$ cat src/rtl/deq_pkg.sv
// Shared types for the double-ended queue: operation, status and FSM codes,
// plus the command and neighbor bundle handed to each storage cell.
// No dependencies.
`default_nettype none

package deq_pkg;

	typedef enum logic [2:0] {
		OP_PUSH_FRONT = 3'd0,
		OP_PUSH_REAR  = 3'd1,
		OP_POP_FRONT  = 3'd2,
		OP_POP_REAR   = 3'd3,
		OP_LIST       = 3'd4
	} op_t;

	typedef enum logic [1:0] {
		ST_OK    = 2'd0,
		ST_UNDER = 2'd1,
		ST_OVER  = 2'd2
	} status_t;

	typedef enum logic {
		S_IDLE = 1'b0,
		S_LIST = 1'b1
	} state_t;

	typedef enum logic [2:0] {
		CELL_HOLD       = 3'd0,
		CELL_PUSH_FRONT = 3'd1,
		CELL_PUSH_REAR  = 3'd2,
		CELL_POP_FRONT  = 3'd3,
		CELL_POP_REAR   = 3'd4,
		CELL_ROTATE     = 3'd5
	} cell_cmd_t;

	typedef struct packed {
		cell_cmd_t cmd;
		logic      left_valid;
		logic      right_valid;
	} cell_ctrl_t;

endpackage

`default_nettype wire

$ cat src/rtl/deq_cell.sv
// One storage cell of the deque chain: a data word and an occupied bit.
// Depends on deq_pkg for the cell command bundle.
`default_nettype none

module deq_cell #(
	parameter int DATA_WIDTH = 32
) (
	input  logic                         clk,
	input  logic                         arst_n,
	input  deq_pkg::cell_ctrl_t          ctrl,
	input  logic signed [DATA_WIDTH-1:0] word,
	input  logic signed [DATA_WIDTH-1:0] left_data,
	input  logic signed [DATA_WIDTH-1:0] right_data,
	input  logic signed [DATA_WIDTH-1:0] front_data,
	output logic signed [DATA_WIDTH-1:0] data,
	output logic                         valid
);
	import deq_pkg::*;

	logic signed [DATA_WIDTH-1:0] data_q;
	logic                         valid_q;

	// occupied bit
	always_ff @(posedge clk or negedge arst_n) begin
		if (!arst_n) begin
			valid_q <= 1'b0;
		end else begin
			unique case (ctrl.cmd)
				CELL_PUSH_FRONT: valid_q <= ctrl.left_valid;
				CELL_PUSH_REAR:  if (ctrl.left_valid) valid_q <= 1'b1;
				CELL_POP_FRONT:  valid_q <= ctrl.right_valid;
				CELL_POP_REAR:   if (!ctrl.right_valid) valid_q <= 1'b0;
				default:         valid_q <= valid_q;
			endcase
		end
	end

	// data word; no reset
	always_ff @(posedge clk) begin
		unique case (ctrl.cmd)
			CELL_PUSH_FRONT: data_q <= left_data;
			CELL_PUSH_REAR: begin
				if (!valid_q && ctrl.left_valid) data_q <= word;
			end
			CELL_POP_FRONT: data_q <= right_data;
			CELL_ROTATE: begin
				if (valid_q) data_q <= ctrl.right_valid ? right_data : front_data;
			end
			default: data_q <= data_q;
		endcase
	end

	assign data  = data_q;
	assign valid = valid_q;

endmodule

`default_nettype wire

$ cat config.mk
export PLATFORM = sky130hd
export DESIGN_NAME = deq_cell
export DESIGN_NICKNAME = d
export VERILOG_FILES = /design/src/rtl/deq_pkg.sv /design/src/rtl/deq_cell.sv
export SDC_FILE = /design/constraint.sdc
export NUM_CORES = 1
export LEC_CHECK = 0
export BUFFER_PORTS_ARGS = -buffer_cell sky130_fd_sc_hd__buf_2
export CAP_MARGIN = 10
export CORE_MARGIN = 1.5
export CORE_UTILIZATION = 45
export DETAILED_ROUTE_END_ITERATION = 7
export PLACE_DENSITY_LB_ADDON = 0.12
export SETUP_SLACK_MARGIN = 0.2
export SYNTH_ARGS = -nofsm -noshare
export SYNTH_HDL_FRONTEND = slang
export SYNTH_SLANG_ARGS = --single-unit
$ cat constraint.sdc
create_clock -name clk -period 3.5 [get_ports clk]
set_input_delay 0.875 -clock clk [delete_from_list [all_inputs] [get_ports clk]]
set_output_delay 0.875 -clock clk [all_outputs]
set_load 0.005 [all_outputs]
==> results.cfg <==
[sta]
fin_tns_setup_ns = 0
fin_ws_ns = 0.977
finalHoldViolations = 0
rsz0062_at_grt = false
slew_violations = 0
setup_viol = 0
slew_headroom = 0.415
finClkSkew_ns = 0.00180
finalCriticalPeriod_ns = 2.52
finalCritPeriodShare = 0.721
max_freq_mhz = 396
holdWs_ns = 0.353
tightestPinTransition_ns = 0.876

[status]
outcome = finished clean

[yosys]
syn_avg_cell_area_um2 = 8.24
yosysSeqAreaShare = 0.406
synth-seq-cells = 33
ys.warnings.count = 0
syn_area_um2 = 2430
ys_types = 25
synth_cells = 295
syn_nets = 430

[setup_path]
startpoint_type = input pin
cp-end-kind = register
path_cells = buf_2, buf_4, and3b_1, buf_4, or2_1, nor2_1, a21oi_1
path_class = in2reg
crit_slowest_cell = or2_1
cp.arrival_ns = 2.65
cpMostUsedCell = buf_4
required_ns = 3.63
slowest_delay_ns = 0.58
path_max_fanout = 19

[global_route]
grt_util_all_layers = 0.242
grt_first_pass_wirelength_um = 11400
grt_overflow = 0
antenna_found_initial = 0
grt_max_degree = 29
grt_pass1_vias = 2534

[cells_and_area]
syn2layout_area_growth_pct = 37.6
n_antenna_cell = 0
nets = 584
drive_above_1_share = 0.407
final_cells = 520

[floorplan]
io_pins = 168
start_util = 0.470
fp.dieArea_um2 = 5850
rows = 26
die_height_um = 76.5
coreArea_um2 = 5170
die_w_um = 76.5

[route]
ant_nets = 0
drc = 0
vias_per_cell = 5.16
first_pass_iters = 4
drt-total-wl_um = 7150
drtIter0Drc = 148
via_count = 2685
wl_per_cell_um = 13.7

[flow_run]
maxCapViolCount = 0

[clocking]
clockBufferDepth = 2
clkLatencyLatePin_ns = 0.28
cts_setup_buffers = 0
cts_tree = yes
htreeDepth = 2
cts_buffers = 5
clk_pin_slew_ns = 0.07
cts_hold_buf = 0
post_cts_resized = 0
root_buffer = clkbuf_8
cts.sinks = 33

[placed_design]
dpl.hpwl_um = 5210
place_inst = 512
post-place-ws_ns = 0.718
gp_congestion = 0.830
port_buffers = 167

[pwr]
p_leak_uw = 0.00163
peakVddDrop_uv = 175
p_per_area_nw_per_um2 = 321
power_uw = 1070

[worst_hold_path]
min_path_type = in2async
==> worst max-delay path, delay by kind of cell <==
kind,cells,cell delay [ns]
AND/OR/NAND/NOR,3,0.84
buffers and inverters,3,0.75
AO/OA/AOI/OAI,1,0.15
==> path summary, 6_finish.rpt <==
path                               from        to  slack, ns  cells after the start
max in group asynchronous        arst_n     valid       3.06                      1
worst max-delay path            ctrl[4]  data[27]       0.98                      7
worst min register to register    valid     valid       0.65                      2
min in group clk                  valid     valid       0.65                      2
worst max register to register    valid  data[29]       1.94                      4
worst min-delay path             arst_n     valid       0.35                      1
==> cells in the mapped netlist <==
library cell,n,area share
nand2_1,66,0.10
clkbuf_1,13,0.020
and3b_1,1,0.0036
buf_1,1,0.0015
buf_2,5,0.010
mux2i_1,28,0.12
edfxtp_1,32,0.40
nor2b_1,2,0.0051
buf_6,5,0.023
buf_4,2,0.0062
inv_1,2,0.0031
nand3_1,18,0.037
a32o_1,1,0.0041
o22ai_1,1,0.0026
dfrtp_1,1,0.010
or2_1,1,0.0026
o21bai_2,1,0.0046
nor2_1,30,0.046
a21oi_1,33,0.068
a22o_1,18,0.065
a2111oi_0,1,0.0036
nor2_2,2,0.0051
clkinv_1,1,0.0015
a221oi_1,1,0.0036
o21ai_0,29,0.060
==> final cells by class <==
| cell class | count | area, um^2 |
|---|---|---|
| inverters | 3 | 11.3 |
| clock inverters | 3 | 12.5 |
| well taps | 70 | 87.6 |
| flip-flops and latches | 33 | 986 |
| repair buffers | 173 | 893 |
| clock buffers | 5 | 68.8 |
| fillers | 459 | 1830 |
| multi-input cells | 233 | 1280 |
==> logic make-up (layout without fill, tap and decap cells) <==
group	Yosys count	after routing	share of synthesized area
compound gates	85	85	0.211
buf+inv	29	184	0.0659
flops	33	33	0.406
mux	28	28	0.115
simple gates	120	120	0.202
==> per-stage QoR <==
step	util	cell area (um^2)
global placement	0.631	3260
finish	0.647	3340
floorplan	-	2430
CTS	0.647	3340
detailed placement	0.631	3260
global route	0.647	3340
==> cell usage in the layout, fill, tap and decap left out, types with 2 or more instances in the layout <==
master and instances:
a21oi_1 33, a22o_1 18, buf_2 167, buf_4 5
clkbuf_8 5, clkinv_1 3, edfxtp_1 32, inv_1 2
mux2i_1 28, nand2_1 66, nand3_1 18, nor2_1 30
nor2_2 2, nor2b_1 2, o21ai_0 29
==> power by group <==
group	leakage [uW]	total [uW]	switching, uW	internal, uW
clock network	0.0000430	275	141	134
logic	0.00126	305	158	147
registers	0.000319	492	8.82	483
total	0.00163	1070	308	764
==> registers in the layout, indices dropped and copies added, names as in the netlist <==
signal,flops
valid,1
data,32
==> per-layer routing <==
metal  vias up  wire (um)  global-route usage
met5         -          0                   0
met4         0         84              0.0704
met3         8        555              0.0539
met2       115       3560               0.432
met1      1207       2950               0.289
li1       1355          -                   -
No activity file was read; power rests on OpenSTA's default activity.
